[config.mk]
export PLATFORM = sky130hd
export DESIGN_NAME = target_tracking_drive_loop_top_flat
export DESIGN_NICKNAME = d
export VERILOG_FILES = /design/src/sv/ttdl_pkg.sv /design/src/sv/ttdl_if.sv /design/src/sv/target_tracking_drive_loop_top.sv /design/src/sv/ttdl_div.sv /design/src/flat_wrapper.sv
export SDC_FILE = /design/constraint.sdc
export NUM_CORES = 1
export LEC_CHECK = 0
export ABC_AREA = 1
export BUFFER_PORTS_ARGS = -buffer_cell sky130_fd_sc_hd__clkbuf_2
export CORE_UTILIZATION = 57
export CTS_CLUSTER_DIAMETER = 100
export DETAILED_ROUTE_END_ITERATION = 12
export HOLD_SLACK_MARGIN = 0.06
export PLACE_DENSITY = 0.84
export SLEW_MARGIN = 20
export SYNTH_ARGS = -nofsm -noshare
export SYNTH_HDL_FRONTEND = slang
export SYNTH_SLANG_ARGS = --single-unit
[constraint.sdc]
create_clock -name clk_i -period 18.5 [get_ports clk_i]
set_input_delay 2.775 -clock clk_i [delete_from_list [all_inputs] [get_ports clk_i]]
set_output_delay 2.775 -clock clk_i [all_outputs]
set_load 0.02 [all_outputs]
[src/sv/ttdl_pkg.sv]
`default_nettype none

package ttdl_pkg;

  // configuration register indexes
  localparam int CFG_IDX_W  = 3;
  localparam int CFG_DATA_W = 14;
  localparam logic [CFG_IDX_W-1:0] CFG_ZERO_X    = 3'd0;
  localparam logic [CFG_IDX_W-1:0] CFG_ZERO_Y    = 3'd1;
  localparam logic [CFG_IDX_W-1:0] CFG_ZERO_MASS = 3'd2;
  localparam logic [CFG_IDX_W-1:0] CFG_POWER_MIN = 3'd3;
  localparam logic [CFG_IDX_W-1:0] CFG_POWER_MAX = 3'd4;

  // bit-serial divider geometry
  localparam int DIV_STEPS = 8;
  localparam int QUO_W     = DIV_STEPS;
  localparam int DEN_W     = 14;
  localparam int NUM_W     = DEN_W + QUO_W - 1;
  localparam int CNT_W     = $clog2(DIV_STEPS + 1);

  typedef struct packed {
    logic             start;
    logic [NUM_W-1:0] num;
    logic [DEN_W-1:0] den;
  } ttdl_div_req_t;

  typedef struct packed {
    logic             busy;
    logic             done;
    logic [QUO_W-1:0] quo;
  } ttdl_div_rsp_t;

endpackage

`default_nettype wire

[src/sv/ttdl_if.sv]
`default_nettype none

interface ttdl_in_if;
  logic               valid;
  logic               ready;
  logic               restart;
  logic signed [7:0]  target_x;
  logic signed [7:0]  target_y;
  logic        [13:0] target_mass;

  modport source (
    output valid, restart, target_x, target_y, target_mass,
    input  ready
  );
  modport sink (
    input  valid, restart, target_x, target_y, target_mass,
    output ready
  );
endinterface

interface ttdl_out_if;
  logic              valid;
  logic              ready;
  logic signed [9:0] power_left;
  logic signed [9:0] power_right;
  logic        [7:0] pwm_left;
  logic        [7:0] pwm_right;
  logic signed [9:0] yaw_out;
  logic signed [9:0] speed_out;

  modport source (
    output valid, power_left, power_right, pwm_left, pwm_right, yaw_out, speed_out,
    input  ready
  );
  modport sink (
    input  valid, power_left, power_right, pwm_left, pwm_right, yaw_out, speed_out,
    output ready
  );
endinterface

`default_nettype wire

[src/sv/target_tracking_drive_loop_top.sv]
// Target-tracking drive loop.
// Input channel in_i carries one vision word per camera frame: restart, target_x,
// target_y and target_mass. Output channel out_o returns one word per input word:
// soft-limited left/right powers, their PWM bytes and the stored yaw and speed.
// The user must write configuration through cfg_we_i / cfg_idx_i / cfg_wdata_i
// only while idle; the block does not enforce it. Writes to unused indexes are
// ignored. Each input word is accepted in idle and makes five passes through a
// single bit-serial divider: x, mass and y deviations, then (after leaky
// accumulation and soft limiting) left and right PWM; a load of the output
// register follows. in_i.ready is high only between words.
// A finished word waits in the output register; the next input word is accepted
// and processed meanwhile, and a stalled receiver holds the block only when a
// second result is ready before the first is taken.
// Reset clears stored yaw and speed, empties the output register and restores the
// configuration defaults (zero points 0/0/5000, PWM range 0..255).
`default_nettype none

module target_tracking_drive_loop_top (
  input  wire                                 clk_i,
  input  wire                                 rst_ni,
  ttdl_in_if.sink                             in_i,
  ttdl_out_if.source                          out_o,
  input  wire                                 cfg_we_i,
  input  wire  [ttdl_pkg::CFG_IDX_W-1:0]      cfg_idx_i,
  input  wire  [ttdl_pkg::CFG_DATA_W-1:0]     cfg_wdata_i
);
  import ttdl_pkg::*;

  localparam logic [3:0] S_IDLE = 4'd0;
  localparam logic [3:0] S_DX   = 4'd1;
  localparam logic [3:0] S_DM   = 4'd2;
  localparam logic [3:0] S_DY   = 4'd3;
  localparam logic [3:0] S_MIX1 = 4'd4;
  localparam logic [3:0] S_MIX2 = 4'd5;
  localparam logic [3:0] S_PL   = 4'd6;
  localparam logic [3:0] S_PR   = 4'd7;
  localparam logic [3:0] S_OUT  = 4'd8;

  // configuration
  logic signed [7:0]  zero_x_q;
  logic signed [7:0]  zero_y_q;
  logic        [13:0] zero_mass_q;
  logic        [7:0]  pmin_q;
  logic        [7:0]  pmax_q;

  // control
  logic [3:0] state_q, state_d;
  logic       run_q, run_d;
  logic       is_div;
  logic       in_acc;
  logic       out_load;
  logic       out_valid_q;

  // item data
  logic signed [7:0]  tx_q;
  logic signed [7:0]  ty_q;
  logic        [13:0] tm_q;
  logic signed [7:0]  dev_x_q;
  logic signed [7:0]  dev_m_q;
  logic signed [7:0]  dev_y_q;
  logic signed [9:0]  last_yaw_q;
  logic signed [9:0]  last_speed_q;
  logic signed [10:0] pl_q;
  logic signed [10:0] pr_q;
  logic        [7:0]  pwm_l_q;
  logic        [7:0]  pwm_r_q;

  // output register
  logic signed [9:0] o_pl_q, o_pr_q, o_yaw_q, o_speed_q;
  logic        [7:0] o_pwml_q, o_pwmr_q;

  // divider
  ttdl_div_req_t div_req;
  ttdl_div_rsp_t div_rsp;

  ttdl_div u_div (
    .clk_i  (clk_i),
    .rst_ni (rst_ni),
    .req_i  (div_req),
    .rsp_o  (div_rsp)
  );

  // deviation setup
  logic signed [15:0] dv_v, dv_z, dv_lo, dv_hi, dv_diff, dv_den;
  logic               dv_gt, dv_lt, dv_sat;
  logic [NUM_W-1:0]   dv_num;
  logic [7:0]         dv_res;

  always_comb begin
    unique case (state_q)
      S_DM: begin
        dv_v  = {2'b00, tm_q};
        dv_z  = {2'b00, zero_mass_q};
        dv_lo = 16'sd0;
        dv_hi = 16'sd10000;
      end
      S_DY: begin
        dv_v  = {{8{ty_q[7]}}, ty_q};
        dv_z  = {{8{zero_y_q[7]}}, zero_y_q};
        dv_lo = -16'sd100;
        dv_hi = 16'sd100;
      end
      default: begin
        dv_v  = {{8{tx_q[7]}}, tx_q};
        dv_z  = {{8{zero_x_q[7]}}, zero_x_q};
        dv_lo = -16'sd100;
        dv_hi = 16'sd100;
      end
    endcase
  end

  assign dv_gt   = (dv_v > dv_z);
  assign dv_lt   = (dv_v < dv_z);
  assign dv_sat  = dv_gt ? (dv_v >= dv_hi) : (dv_v <= dv_lo);
  assign dv_diff = dv_gt ? (dv_v - dv_z) : (dv_z - dv_v);
  assign dv_den  = dv_gt ? (dv_hi - dv_z) : (dv_z - dv_lo);
  assign dv_num  = NUM_W'(dv_diff[DEN_W-1:0]) * NUM_W'(100);

  always_comb begin
    priority if (!dv_gt && !dv_lt) begin
      dv_res = 8'd0;
    end else if (dv_sat) begin
      dv_res = dv_gt ? 8'd100 : 8'(-8'sd100);
    end else begin
      dv_res = dv_gt ? div_rsp.quo : (~div_rsp.quo + 8'd1);
    end
  end

  // pwm setup
  logic signed [10:0] pw_p;
  logic        [10:0] pw_mag;
  logic               pw_zero, pw_big, pw_neg;
  logic signed [8:0]  pw_span;
  logic        [7:0]  pw_aspan;
  logic        [14:0] pw_prod;
  logic        [7:0]  pw_res;

  assign pw_p     = (state_q == S_PR) ? pr_q : pl_q;
  assign pw_mag   = pw_p[10] ? 11'(-pw_p) : pw_p;
  assign pw_zero  = (pw_p == 11'sd0);
  assign pw_big   = (pw_mag > 11'd100);
  assign pw_span  = $signed({1'b0, pmax_q}) - $signed({1'b0, pmin_q});
  assign pw_neg   = pw_span[8];
  assign pw_aspan = pw_neg ? 8'(-pw_span) : pw_span[7:0];
  assign pw_prod  = 15'(pw_aspan) * 15'(pw_mag[6:0]);

  always_comb begin
    priority if (pw_zero) begin
      pw_res = 8'd0;
    end else if (pw_big) begin
      pw_res = pmax_q;
    end else if (pw_neg) begin
      pw_res = pmin_q - div_rsp.quo;
    end else begin
      pw_res = pmin_q + div_rsp.quo;
    end
  end

  // divider request
  logic div_start;
  logic pw_sel;

  assign pw_sel        = (state_q == S_PL) || (state_q == S_PR);
  assign div_req.start = div_start;
  assign div_req.num   = pw_sel ? NUM_W'(pw_prod) : dv_num;
  assign div_req.den   = pw_sel ? DEN_W'(100) : dv_den[DEN_W-1:0];

  // leaky accumulation and soft limit
  function automatic logic [9:0] leaky(input logic signed [10:0] p,
                                       input logic signed [9:0] last);
    logic        [9:0]  a;
    logic        [17:0] prod;
    logic signed [6:0]  t;
    logic signed [1:0]  sl;
    logic               same;
    logic signed [11:0] s;
    a    = last[9] ? 10'(-last) : last;
    prod = 18'(a) * 18'd205;
    t    = last[9] ? -$signed({1'b0, prod[16:11]}) : $signed({1'b0, prod[16:11]});
    sl   = last[9] ? -2'sd1 : ((last != 10'sd0) ? 2'sd1 : 2'sd0);
    same = ((p > 0) && (last > 0)) || ((p < 0) && (last < 0)) ||
           ((p == 0) && (last == 0));
    s    = 12'(p) + (same ? (12'(t) + 12'(sl)) : 12'sd0);
    priority if (s > 12'sd511) begin
      return 10'sd511;
    end else if (s < -12'sd512) begin
      return 10'(-12'sd512);
    end else begin
      return s[9:0];
    end
  endfunction

  function automatic logic [10:0] soft_limit(input logic signed [11:0] p);
    logic signed [11:0] t;
    logic signed [11:0] r;
    priority if (p >= 12'sd30) begin
      t = p - 12'sd30;
      r = 12'sd30 + (t >>> 1);
    end else if (p <= -12'sd30) begin
      t = -(p + 12'sd30);
      r = -12'sd30 - (t >>> 1);
    end else begin
      t = 12'sd0;
      r = p;
    end
    return r[10:0];
  endfunction

  logic signed [10:0] b_ext, bterm, speed_pre, yaw_pre;
  logic signed [11:0] pl_raw, pr_raw;

  assign b_ext     = 11'(dev_y_q) - 11'sd20;
  assign bterm     = (dev_y_q >= 8'sd20) ? (b_ext + (b_ext <<< 1)) : 11'sd0;
  assign speed_pre = 11'(dev_m_q) + bterm;
  assign yaw_pre   = 11'(dev_x_q);
  assign pl_raw    = 12'(last_yaw_q) - 12'(last_speed_q);
  assign pr_raw    = -12'(last_speed_q) - 12'(last_yaw_q);

  // sequencer
  assign in_acc   = in_i.valid && in_i.ready;
  assign out_load = (state_q == S_OUT) && (!out_valid_q || out_o.ready);
  assign is_div   = (state_q == S_DX) || (state_q == S_DM) || (state_q == S_DY) ||
                    (state_q == S_PL) || (state_q == S_PR);

  always_comb begin
    state_d   = state_q;
    run_d     = run_q;
    div_start = 1'b0;
    if (is_div) begin
      if (!run_q) begin
        div_start = 1'b1;
        run_d     = 1'b1;
      end else if (div_rsp.done) begin
        run_d = 1'b0;
      end
    end
    unique case (state_q)
      S_IDLE: if (in_acc) state_d = S_DX;
      S_DX:   if (run_q && div_rsp.done) state_d = S_DM;
      S_DM:   if (run_q && div_rsp.done) state_d = S_DY;
      S_DY:   if (run_q && div_rsp.done) state_d = S_MIX1;
      S_MIX1: state_d = S_MIX2;
      S_MIX2: state_d = S_PL;
      S_PL:   if (run_q && div_rsp.done) state_d = S_PR;
      S_PR:   if (run_q && div_rsp.done) state_d = S_OUT;
      S_OUT:  if (out_load) state_d = S_IDLE;
      default: state_d = S_IDLE;
    endcase
  end

  always_ff @(posedge clk_i or negedge rst_ni) begin
    if (!rst_ni) begin
      state_q      <= S_IDLE;
      run_q        <= 1'b0;
      out_valid_q  <= 1'b0;
      last_yaw_q   <= '0;
      last_speed_q <= '0;
      zero_x_q     <= '0;
      zero_y_q     <= '0;
      zero_mass_q  <= 14'd5000;
      pmin_q       <= 8'd0;
      pmax_q       <= 8'd255;
    end else begin
      state_q <= state_d;
      run_q   <= run_d;
      if (out_load) begin
        out_valid_q <= 1'b1;
      end else if (out_o.ready) begin
        out_valid_q <= 1'b0;
      end
      if (in_acc && in_i.restart) begin
        last_yaw_q   <= '0;
        last_speed_q <= '0;
      end else if (state_q == S_MIX1) begin
        last_yaw_q   <= leaky(yaw_pre, last_yaw_q);
        last_speed_q <= leaky(speed_pre, last_speed_q);
      end
      if (cfg_we_i) begin
        unique case (cfg_idx_i)
          CFG_ZERO_X:    zero_x_q    <= cfg_wdata_i[7:0];
          CFG_ZERO_Y:    zero_y_q    <= cfg_wdata_i[7:0];
          CFG_ZERO_MASS: zero_mass_q <= cfg_wdata_i[13:0];
          CFG_POWER_MIN: pmin_q      <= cfg_wdata_i[7:0];
          CFG_POWER_MAX: pmax_q      <= cfg_wdata_i[7:0];
          default: ;
        endcase
      end
    end
  end

  always_ff @(posedge clk_i) begin
    if (in_acc) begin
      tx_q <= in_i.target_x;
      ty_q <= in_i.target_y;
      tm_q <= in_i.target_mass;
    end
    if (run_q && div_rsp.done) begin
      unique case (state_q)
        S_DX:    dev_x_q <= dv_res;
        S_DM:    dev_m_q <= dv_res;
        S_DY:    dev_y_q <= dv_res;
        S_PL:    pwm_l_q <= pw_res;
        S_PR:    pwm_r_q <= pw_res;
        default: ;
      endcase
    end
    if (state_q == S_MIX2) begin
      pl_q <= soft_limit(pl_raw);
      pr_q <= soft_limit(pr_raw);
    end
    if (out_load) begin
      o_pl_q    <= pl_q[9:0];
      o_pr_q    <= pr_q[9:0];
      o_pwml_q  <= pwm_l_q;
      o_pwmr_q  <= pwm_r_q;
      o_yaw_q   <= last_yaw_q;
      o_speed_q <= last_speed_q;
    end
  end

  assign in_i.ready        = (state_q == S_IDLE);
  assign out_o.valid       = out_valid_q;
  assign out_o.power_left  = o_pl_q;
  assign out_o.power_right = o_pr_q;
  assign out_o.pwm_left    = o_pwml_q;
  assign out_o.pwm_right   = o_pwmr_q;
  assign out_o.yaw_out     = o_yaw_q;
  assign out_o.speed_out   = o_speed_q;

  // checks
  a_start_idle: assert property (@(posedge clk_i) disable iff (!rst_ni)
    div_req.start |-> !div_rsp.busy)
    else $error("divider started while busy");

  a_accept_dx: assert property (@(posedge clk_i) disable iff (!rst_ni)
    in_acc |=> (state_q == S_DX))
    else $error("accepted word did not start x deviation");

  a_done_div: assert property (@(posedge clk_i) disable iff (!rst_ni)
    div_rsp.done |-> (run_q && is_div))
    else $error("divider done outside a divide pass");

  a_restart_clr: assert property (@(posedge clk_i) disable iff (!rst_ni)
    (in_acc && in_i.restart) |=> (last_yaw_q == 10'sd0) && (last_speed_q == 10'sd0))
    else $error("restart did not clear stored yaw and speed");

endmodule

`default_nettype wire

[src/sv/ttdl_div.sv]
`default_nettype none

module ttdl_div (
  input  wire                      clk_i,
  input  wire                      rst_ni,
  input  ttdl_pkg::ttdl_div_req_t  req_i,
  output ttdl_pkg::ttdl_div_rsp_t  rsp_o
);
  import ttdl_pkg::*;

  logic [NUM_W-1:0] rem_q;
  logic [NUM_W-1:0] dsh_q;
  logic [QUO_W-1:0] quo_q;
  logic [CNT_W-1:0] cnt_q;
  logic             done_q;
  logic             busy;
  logic             ge;

  assign busy = (cnt_q != '0);
  assign ge   = (rem_q >= dsh_q);

  always_ff @(posedge clk_i or negedge rst_ni) begin
    if (!rst_ni) begin
      cnt_q  <= '0;
      done_q <= 1'b0;
    end else begin
      done_q <= busy && (cnt_q == CNT_W'(1));
      if (req_i.start) begin
        cnt_q <= CNT_W'(DIV_STEPS);
      end else if (busy) begin
        cnt_q <= cnt_q - CNT_W'(1);
      end
    end
  end

  // one quotient bit per cycle, divisor shifts right
  always_ff @(posedge clk_i) begin
    if (req_i.start) begin
      rem_q <= req_i.num;
      dsh_q <= {req_i.den, {(QUO_W-1){1'b0}}};
      quo_q <= '0;
    end else if (busy) begin
      if (ge) begin
        rem_q <= rem_q - dsh_q;
      end
      quo_q <= {quo_q[QUO_W-2:0], ge};
      dsh_q <= dsh_q >> 1;
    end
  end

  assign rsp_o.busy = busy;
  assign rsp_o.done = done_q;
  assign rsp_o.quo  = quo_q;

endmodule

`default_nettype wire

[src/flat_wrapper.sv]
// flat-port wrapper written by rule: the top's interface ports become plain ports
module target_tracking_drive_loop_top_flat import ttdl_pkg::*;
  (clk_i, rst_ni, cfg_we_i, cfg_idx_i, cfg_wdata_i, in_i_valid, in_i_restart, in_i_target_x, in_i_target_y, in_i_target_mass, in_i_ready, out_o_valid, out_o_power_left, out_o_power_right, out_o_pwm_left, out_o_pwm_right, out_o_yaw_out, out_o_speed_out, out_o_ready);
  ttdl_in_if in_i_i ();
  ttdl_out_if out_o_i ();
  input  wire clk_i;
  input  wire rst_ni;
  input  wire cfg_we_i;
  input  wire  [ttdl_pkg::CFG_IDX_W-1:0] cfg_idx_i;
  input  wire  [ttdl_pkg::CFG_DATA_W-1:0] cfg_wdata_i;
  input wire logic [$bits(in_i_i.valid)-1:0] in_i_valid;
  input wire logic [$bits(in_i_i.restart)-1:0] in_i_restart;
  input wire logic [$bits(in_i_i.target_x)-1:0] in_i_target_x;
  input wire logic [$bits(in_i_i.target_y)-1:0] in_i_target_y;
  input wire logic [$bits(in_i_i.target_mass)-1:0] in_i_target_mass;
  output wire logic [$bits(in_i_i.ready)-1:0] in_i_ready;
  output wire logic [$bits(out_o_i.valid)-1:0] out_o_valid;
  output wire logic [$bits(out_o_i.power_left)-1:0] out_o_power_left;
  output wire logic [$bits(out_o_i.power_right)-1:0] out_o_power_right;
  output wire logic [$bits(out_o_i.pwm_left)-1:0] out_o_pwm_left;
  output wire logic [$bits(out_o_i.pwm_right)-1:0] out_o_pwm_right;
  output wire logic [$bits(out_o_i.yaw_out)-1:0] out_o_yaw_out;
  output wire logic [$bits(out_o_i.speed_out)-1:0] out_o_speed_out;
  input wire logic [$bits(out_o_i.ready)-1:0] out_o_ready;
  assign in_i_i.valid = in_i_valid;
  assign in_i_i.restart = in_i_restart;
  assign in_i_i.target_x = in_i_target_x;
  assign in_i_i.target_y = in_i_target_y;
  assign in_i_i.target_mass = in_i_target_mass;
  assign in_i_ready = in_i_i.ready;
  assign out_o_valid = out_o_i.valid;
  assign out_o_power_left = out_o_i.power_left;
  assign out_o_power_right = out_o_i.power_right;
  assign out_o_pwm_left = out_o_i.pwm_left;
  assign out_o_pwm_right = out_o_i.pwm_right;
  assign out_o_yaw_out = out_o_i.yaw_out;
  assign out_o_speed_out = out_o_i.speed_out;
  assign out_o_i.ready = out_o_ready;
  target_tracking_drive_loop_top u_core (.clk_i(clk_i), .rst_ni(rst_ni), .in_i(in_i_i), .out_o(out_o_i), .cfg_we_i(cfg_we_i), .cfg_idx_i(cfg_idx_i), .cfg_wdata_i(cfg_wdata_i));
endmodule
# Yosys cells after proc, flatten, opt, wreduce, memory -nomap -nowiden
# Index checks and enable logic that the tools add are counted.
totals:
  memories: 0
  elab_cells: 230
  ram_bits: 0
  ff_bits: 275
  mem_bits_ro: 0
  inputBits: 53
  latch_bits: 0
  output_inout_bits: 58
op_classes:
  magnitude_cmp: 23
  n_shift: 0
  n_addsub: 36
  mux: 63
  n_div: 0
  reduce_logical: 51
  n_mul: 4
  eq_ne: 20
  n_bitwise: 1
ops:
  columns: ["operator", "n"]
  rows:
  - ["logical NOT 32 bit", 4]
  - ["two-way mux 21 bit", 6]
  - ["two-way mux 10 bit", 10]
  - ["two-way mux 11 bit", 7]
  - ["two-way mux 8 bit", 8]
  - ["case mux 16 bit (2 select lines)", 2]
  - ["two-way mux 14 bit", 4]
  - ["subtractor 14 bit", 4]
  - ["two-way mux 4 bit", 9]
  - ["case mux 4 bit (9 select lines)", 1]
  - ["multiplier 10 x 8 -> 17 bit (second input constant)", 2]
  - ["> comparator 12 x 10 -> 1 bit (second input constant)", 2]
  - ["< comparator 12 x 10 -> 1 bit (second input constant)", 2]
  - ["two-way mux 12 bit", 2]
  - ["negation 12 bit", 2]
  - ["adder 6 x 11 -> 11 bit (first input constant)", 2]
  - ["AND reduction 2 bit", 11]
  - ["subtractor 6 x 11 -> 11 bit (first input constant)", 2]
  - [">= comparator 21 bit", 1]
  - ["subtractor 21 bit", 1]
  - ["> comparator 10 x 1 -> 1 bit (second input constant)", 2]
  - ["< comparator 10 x 1 -> 1 bit (second input constant)", 2]
  - ["negation 10 bit", 2]
  - ["nonzero test 10 bit", 2]
  - ["60 further kinds", 108]

# Logic depth before layout (Yosys ltp)
# Gate-level depths: netlist of run 1.
depth:
  depth_word: 15
  ltp_mapped: 55

# Modules after synthesis
# From an unflattened synthesis of run 1, not the netlist that was laid out.
unflattened:
  hier_cells: 3745
  hier_area_um2: 28215.8
modules_own_cells:
  columns: ["module", "seq_area_each_um2", "n_inst", "area_per_inst_um2", "cells_each"]
  rows:
  - ["target_tracking_drive_loop_top", 6262.3, 1, 24563.6, 3248]
  - ["ttdl_div", 1476.4, 1, 3652.3, 497]

# Worst setup path before layout of run 1
# Ideal clock, no wire load.
synth_path:
  kind: "flip-flop to flip-flop"
  start: "reg u_core.last_speed_q[9]"
  end: "reg u_core.last_speed_q[8]"
  period_less_slack_ps: 7838
  path_stages_with_launch: 49
  path_slack_ps: 10662
  path_buffers: 1
  t_arrival_ps: 7703
  path_cell_list: "dfrtp_1 > clkbuf_1 > clkinv_1 > o21ai_0 > nand2_1 > nand2_1 > inv_1 > nor2_1 > inv_1 > fa_1 > inv_1 > fa_1 > inv_1 > fa_1 > inv_1 > ha_1 > a21oi_1 > nor2_1 > [13 not listed] > nand2_1 > nand2_1 > nand2_1 > nand2_1 > a21oi_1 > ha_1 > nand2_1 > nor3_1 > nand2_1 > o211ai_1 > a21oi_1 > o21bai_1 > xor2_1 > or2_2 > nand2_1 > inv_1 > nand2_1 > o211ai_1"
synth_between:
  elab_chain_len: 13
synth_rtl:
  columns: ["item", "line_no", "text"]
  rows:
  - ["start: declaration", "target_tracking_drive_loop_top.sv:62", "logic signed [9:0] last_speed_q;"]
  - ["start signal: assignment", "target_tracking_drive_loop_top.sv:276", "last_speed_q <= leaky(speed_pre, last_speed_q);"]
  - ["negation 10 bit", "target_tracking_drive_loop_top.sv:177", "a = last[9] ? 10'(-last) : last;"]
  - ["two-way mux 10 bit", "target_tracking_drive_loop_top.sv:177", null]
  - ["multiplier 10 x 8 -> 17 bit", "target_tracking_drive_loop_top.sv:178", "prod = 18'(a) * 18'd205;"]
  - ["negation 6 -> 7 bit", "target_tracking_drive_loop_top.sv:179", "t = last[9] ? -$signed({1'b0, prod[16:11]}) : $signed({1'b0, prod[16:11]});"]
  - ["two-way mux 7 bit", "target_tracking_drive_loop_top.sv:179", null]
  - ["adder 7 x 2 -> 8 bit", "target_tracking_drive_loop_top.sv:183", "s = 12'(p) + (same ? (12'(t) + 12'(sl)) : 12'sd0);"]
  - ["two-way mux 12 bit *", "target_tracking_drive_loop_top.sv:183", null]
  - ["adder 11 x 12 -> 12 bit *", "target_tracking_drive_loop_top.sv:183", null]
  - ["< comparator 12 x 10 -> 1 bit", "target_tracking_drive_loop_top.sv:186", "end else if (s < -12'sd512) begin"]
  - ["two-way mux 10 bit", "target_tracking_drive_loop_top.sv:186", null]
  - ["two-way mux 10 bit *", "target_tracking_drive_loop_top.sv:184", "priority if (s > 12'sd511) begin"]
  - ["two-way mux 10 bit *", "target_tracking_drive_loop_top.sv:274", "end else if (state_q == S_MIX1) begin"]
  - ["two-way mux 10 bit *", "target_tracking_drive_loop_top.sv:271", "if (in_acc && in_i.restart) begin"]
# Mark *: on every way between the ends. The rest lies on a longest branch, timed or not. The select of a mux whose other input is x is not followed.
# A chain may end at the register's enable or synchronous reset.

# Worst setup path after layout of run 1
layout_path:
  start: "reg u_core.last_speed_q[9]"
  end: "reg u_core.last_speed_q[0]"
# The elaborated chain is that of the path after synthesis.

==> results.cfg, run 1 <==
[worst_setup_path]
path_buf_inv = 8
endpoint_kind = flip-flop
r2r_end = u_core.last_speed_q[0]$_DFFE_PN0P_
path_common_cell = nand2_1
critPathKind = flip-flop to flip-flop
critPathLaunchType = flip-flop
ff2ff_setup_slack_ns = 9.26
critPathMaxFanout = 25
r2r_cells = 46
cp_slowest_cell = dfrtp_1
crit_arrival_ns = 9.71
r2r-start = u_core.last_speed_q[9]$_DFFE_PN0P_
max_stage_delay_ns = 0.83
crit_family = adder cells
cp_data_required_time_ns = 18.97

[yosys]
synth_top_family_by_area = adder cells
synth_nets = 4144
synth_fa_ha_area_share_pct = 22.3
yosys.area_share.simple_pct = 21.1
synth-xor-area-share_pct = 5.42
synth-edff-count = 183
synth-compound-area-share_pct = 13.4
ys_async_sr_fraction_pct = 28.0
synth_seq_cells = 275
synthesis.instances = 3645
yosysWarnings = 0
syn-mean-instance-area_um2 = 7.65
synthMuxAreaShare_pct = 0.202
ys.flop_type = edfxtp_1
synth-seq-area-share_pct = 27.8
synth.distinct_cells = 74
mappedNetlistArea_um2 = 27900

[cells_and_area]
drive_gt1_share_pct = 7.74
final-seq-area_um2 = 7740
final_core_util_pct = 62.7
final_area_um2 = 30100
area_growth_pct = 8.07
final_nets = 4249
fillers = 4167
final_common_cell = nand2_1
final_cell_mix = 803 x nand2_1, 655 x inv_1, 360 x ha_1, 246 x nor2_1, 238 x o21ai_0
multiInputGateArea_um2 = 17400

[clock_tree]
clock_latency_ns = 0.62
clk_pin_slew_worst_paths_ns = 0.07
ctsHoldBuffers = 0
cts_setup_buffers = 0
clockBufferDepth = 3
cts_resized = 0
numCtsBuffers = 30
htree_levels = 1
clock-sinks = 275
cts_tree = built
root_buffer = clkbuf_16

[route]
route.detailed.drc = 0
wl_mm = 69.8
routed_via_density = 5.58
vias = 24500
firstDrtPassIters = 5
drt_iter0_drc = 1954
wire_per_inst_um = 15.9
antenna_left = 0

[global_route]
grt_pass1_wl_mm = 115
met3_usage_pct = 2.74
grt.total_usage_pct = 28.0
use_met2_pct = 48.5
antenna_found_initial = 1
grt_max_degree = 71
grt.busiest_layer = met2
grt_util_met1_pct = 36.9
grt_pass1_vias = 23500
overflow = 0

[place]
placed_cell_area_um2 = 29100
dpl.hpwl_mm = 55.8
routabilityCongestion = 0.958
portBuffers = 110

[sta]
finalCriticalPeriod_ns = 9.24
worstMarginPinSlew_ns = 1.18
hold_viol = 0
relSlewSlack_pct = 20.6
finalMaxSlewViolations = 0
tns_ns = 0
grt_setup_unrepaired = no
fmax_mhz = 108
finClkSkew_ns = 0.0617
setup_viol = 0
period_share_pct = 50.0

[run_status]
status = finished clean

[hold_path]
holdPathStages = 0
min_from = u_core.pl_q[0]$_DFFE_PP_
min_to = u_core.out_o.power_left[0]$_DFFE_PP_
hp-class = flip-flop to flip-flop

[floorplanning]
rows = 80
die_area_um2 = 49800
initial_core_util_pct = 58.0
die-width_um = 223
io_pins = 111
core_area_um2 = 48000
die_height_um = 223

[flow_run]
max-cap-violations = 0
[routing by layer]
metal	vias to the layer above	wire, µm
met5	-	0
met4	0	2260
met3	141	4100
met2	818	32800
met1	11400	30600
li1	12200	-
[final cells by class]
class                   count  area share [%]
clock inverters            12           0.477
clock buffers              44            2.94
diodes                      1         0.00830
well taps                 615            2.55
inverters                 671            8.37
multi-input cells        2649            57.8
repair buffers            123            2.16
flip-flops and latches    275            25.7
[Yosys cell counts, types with 5 or more instances]
| library cell | instances | share of area [%] |
|---|---|---|
| o31ai_1 | 6 | 0.16 |
| nor3_1 | 38 | 0.68 |
| o221ai_2 | 5 | 0.27 |
| o21a_1 | 5 | 0.13 |
| nand4_1 | 25 | 0.56 |
| o21bai_1 | 18 | 0.48 |
| nand2_1 | 803 | 11 |
| a21o_1 | 10 | 0.27 |
| dfstp_2 | 13 | 1.2 |
| nand3_1 | 178 | 3.2 |
| o22ai_1 | 12 | 0.27 |
| o2111ai_1 | 5 | 0.16 |
| fa_1 | 86 | 6.2 |
| and2_1 | 7 | 0.16 |
| nor2_2 | 5 | 0.11 |
| nor3_2 | 5 | 0.18 |
| buf_2 | 13 | 0.23 |
| inv_2 | 11 | 0.15 |
| o221ai_1 | 8 | 0.25 |
| a21oi_2 | 9 | 0.28 |
| xor2_1 | 120 | 3.8 |
| o21ai_2 | 5 | 0.16 |
| o21ai_1 | 21 | 0.38 |
| a21oi_1 | 216 | 3.9 |
| dfrtp_1 | 64 | 5.7 |
| a31oi_1 | 14 | 0.31 |
| a221oi_1 | 8 | 0.25 |
| nor4_1 | 19 | 0.43 |
| dfxtp_1 | 15 | 1.1 |
| or2_2 | 25 | 0.56 |
| inv_1 | 655 | 8.8 |
| o21ai_0 | 238 | 4.3 |
| o211ai_1 | 26 | 0.70 |
| nand3b_1 | 8 | 0.22 |
| nor2_1 | 249 | 3.4 |
| xnor2_1 | 42 | 1.3 |
| buf_4 | 5 | 0.13 |
| ha_1 | 360 | 16 |
| nand2_2 | 9 | 0.20 |
| clkbuf_1 | 30 | 0.40 |
| a211oi_1 | 8 | 0.22 |
| mux2_2 | 5 | 0.20 |
| edfxtp_1 | 183 | 20 |
[logic make-up after synthesis]
family | count (synthesis)
buf+inv | 721
xor+xnor | 167
flops | 275
fa+ha+maj | 446
simple gates | 1392
mux | 5
compound gates | 639
[state kept, by name, summed over array words and instances (netlist names), 10 cells and up]
signal                    flops
u_core.last_speed_q          10
u_core.out_o.power_left      10
u_core.out_o.power_right     10
u_core.out_o.yaw_out         10
u_core.tm_q                  14
u_core.u_div.rem_q           21
u_core.pl_q                  11
u_core.zero_mass_q           14
u_core.pr_q                  11
u_core.out_o.speed_out       10
u_core.u_div.dsh_q           21
u_core.last_yaw_q            10
[stage by stage]
| step | std cells | hold WS [ns] | setup WS [ns] |
|---|---|---|---|
| 3_5_place_dp | 4333 | 0.405 | 9.43 |
| 5_1_grt | 4389 | 0.426 | 8.37 |
| 3_3_place_gp | 4333 | 0.400 | 9.72 |
| 2_1_floorplan | 3645 | 0.400 | 10.66 |
| 4_1_cts | 4389 | 0.409 | 9.41 |
| 6_report | 4390 | 0.413 | 9.26 |
[worst max-delay path by stage]
stage                     cells after the start                                from                            endpoint
final                                        46  u_core.last_speed_q[9]$_DFFE_PN0P_  u_core.last_speed_q[0]$_DFFE_PN0P_
after global routing                         46  u_core.last_speed_q[9]$_DFFE_PN0P_  u_core.last_speed_q[0]$_DFFE_PN0P_
after global placement                       46  u_core.last_speed_q[9]$_DFFE_PN0P_  u_core.last_speed_q[1]$_DFFE_PN0P_
after floorplan                              48  u_core.last_speed_q[9]$_DFFE_PN0P_  u_core.last_speed_q[8]$_DFFE_PN0P_
after CTS                                    46  u_core.last_speed_q[9]$_DFFE_PN0P_  u_core.last_speed_q[0]$_DFFE_PN0P_
after detailed placement                     46  u_core.last_speed_q[9]$_DFFE_PN0P_  u_core.last_speed_q[0]$_DFFE_PN0P_
Power of run 1 is not shown: default switching activity piles up to over one toggle a cycle in this logic, so the estimate is an artifact.
==> run 2: changes to the inputs <==
Settings changed: PLACE_DENSITY 0.84 to 0.87.
Clock period 18.5 ns to 8 ns, I/O delays scaled along.
==> run 2 against run 1 <==
Die area did not move. Clock skew down 0.031 ns. Global-route usage rose by 0.87 points. Worst hold slack got worse by 0.0066 ns. Critical path depth grew 6. Non-clock buffer count rose by 81. Final cell count rose by 1.9%. Maximum frequency is 16% higher. Final area up 4.4%. Via count rose by 4.5%. Routed wire length rose by 7.6%. Highest routed layer unchanged.
==> results.cfg, run 2 (same netlist as run 1, synthesis figures left out) <==
[run_status]
status = finished clean

[worst_setup_path]
critPathKind = flip-flop to flip-flop
crit_arrival_ns = 8.40
r2r_cells = 52
r2r_end = u_core.last_speed_q[2]$_DFFE_PN0P_
cp_data_required_time_ns = 8.47
r2r-start = u_core.last_speed_q[1]$_DFFE_PN0P_
path_common_cell = nand2_2
ff2ff_setup_slack_ns = 0.06
cp_slowest_cell = fa_1
critPathMaxFanout = 6
critPathLaunchType = flip-flop
max_stage_delay_ns = 0.53
startpoint = u_core.last_speed_q[1]$_DFFE_PN0P_
crit_end = u_core.last_speed_q[2]$_DFFE_PN0P_
endpoint_kind = flip-flop

[sta]
hold_viol = 0
finalCriticalPeriod_ns = 7.94
worstMarginPinSlew_ns = 0.954
period_share_pct = 99.2
finClkSkew_ns = 0.0311
relSlewSlack_pct = 36.2
fmax_mhz = 126
setup_viol = 0
finalMaxSlewViolations = 0

[place]
dpl.hpwl_mm = 56.9
routabilityCongestion = 1.00
dp.cells = 4375
portBuffers = 110

[route]
firstDrtPassIters = 6
antenna_left = 0
wl_mm = 75.2
route.detailed.drc = 0
vias = 25600
routed_via_density = 5.73
wire_per_inst_um = 16.8
drt_iter0_drc = 2307

[cells_and_area]
reg_top3 = u_core.u_div.dsh_q x21, u_core.u_div.rem_q x21
final_nets = 4331
final_common_cell = nand2_1
diodes = 0
finalNonFillerCells = 4472
final_cell_mix = 775 x nand2_1, 631 x inv_1, 344 x ha_1, 232 x nor2_1, 221 x o21ai_0
area_growth_pct = 12.8
final-seq-area_um2 = 7740
multiInputGateArea_um2 = 18100
drive_gt1_share_pct = 13.2
fillers = 3784

[clock_tree]
htree_levels = 1
clock-sinks = 275
clock_latency_ns = 0.61
clockBufferDepth = 3
root_buffer = clkbuf_16
ctsHoldBuffers = 0
cts_tree = built
clk_pin_slew_worst_paths_ns = 0.06
numCtsBuffers = 31

[global_route]
antenna_found_initial = 0
grt_pass1_vias = 24400
grt.busiest_layer = met2
grt.total_usage_pct = 28.9
grt_pass1_wl_mm = 118
use_met2_pct = 50.3
met3_usage_pct = 3.13
overflow = 0
grt_util_met1_pct = 36.3
grt_max_degree = 74

[floorplanning]
rows = 80
die_area_um2 = 49800
core_area_um2 = 48000
die-width_um = 223
die_height_um = 223
initial_core_util_pct = 58.0
io_pins = 111

[flow_run]
max-cap-violations = 0

[hold_path]
hp-class = input port to asynchronous set/reset pin
==> run 2: cell types whose count changed in the layout (fill, tap and decap cells not counted), moves of 14 or more <==
cell	change
nand2_1	-28
inv_2	+23
o21ai_0	-17
a21oi_1	-17
nand2_2	+23
nor2_1	-14
buf_4	+78
ha_1	-16
inv_1	-24
==> run 2: area by class of cell <==
type                            count  area share (%)
Multi-Input combinational cell   2649            57.4
Clock buffer                       36            2.56
Tap cell                          615            2.45
Timing Repair Buffer              204            4.09
Inverter                          671            8.03
Sequential cell                   275            24.6
Clock inverter                     22           0.859
==> run 2: repair_timing <==
item,in CTS,in global routing
pin swaps,3,71
gates resized for setup,19,157
setup endpoints to repair,14,26
buffers inserted,7,33
==> run 2: worst min-delay path by stage <==
stage / startpoint / slack [ns] / cells after the start / to
after CTS: rst_ni / 0.40 / 1 / u_core.zero_mass_q[10]$_DFFE_PN0P_
after detailed placement: u_core.pwm_l_q[3]$_DFFE_PP_ / 0.40 / 0 / u_core.out_o.pwm_left[3]$_DFFE_PP_
final: rst_ni / 0.41 / 1 / u_core.zero_mass_q[10]$_DFFE_PN0P_
after global placement: u_core.pwm_l_q[3]$_DFFE_PP_ / 0.40 / 0 / u_core.out_o.pwm_left[3]$_DFFE_PP_
after floorplan: u_core.pwm_l_q[0]$_DFFE_PP_ / 0.40 / 0 / u_core.out_o.pwm_left[0]$_DFFE_PP_
after global routing: rst_ni / 0.41 / 1 / u_core.zero_mass_q[11]$_DFFE_PN0P_
==> run 2: metrics by stage <==
| step | setup slack [ns] | util [%] | hold WS [ns] | instance area [µm²] | setup TNS, ns |
|---|---|---|---|---|---|
| CTS | -0.0147 | 63.7 | 0.396 | 30600 | -0.0147 |
| floorplan | 0.162 | - | 0.400 | 27900 | 0 |
| finish | 0.0641 | 65.5 | 0.407 | 31500 | 0 |
| global route | -0.366 | 65.5 | 0.410 | 31500 | -3.83 |
| global placement | 0.0237 | 61.3 | 0.401 | 29400 | 0 |
| detailed placement | -0.352 | 61.3 | 0.405 | 29400 | -2.83 |
==> run 2: routing by layer <==
| metal | share of wire [%] | vias to the layer above |
|---|---|---|
| met5 | 0 | - |
| met4 | 4.6 | 0 |
| met3 | 6.4 | 264 |
| met2 | 48 | 1046 |
| met1 | 41 | 12000 |
| li1 | - | 12300 |
==> run 2: critical path, delay by kind of cell, from the launching register on <==
kind | cells | cell delay, ns
DFF | 1 | 0.43
and+or+nand+nor | 21 | 2.12
adders and majority gates | 9 | 3.18
AOI/OAI and AO/OA | 8 | 0.98
buffers and inverters | 12 | 0.79
xor gates and xnor gates | 2 | 0.30
Power of run 2 is left out for the same reason.
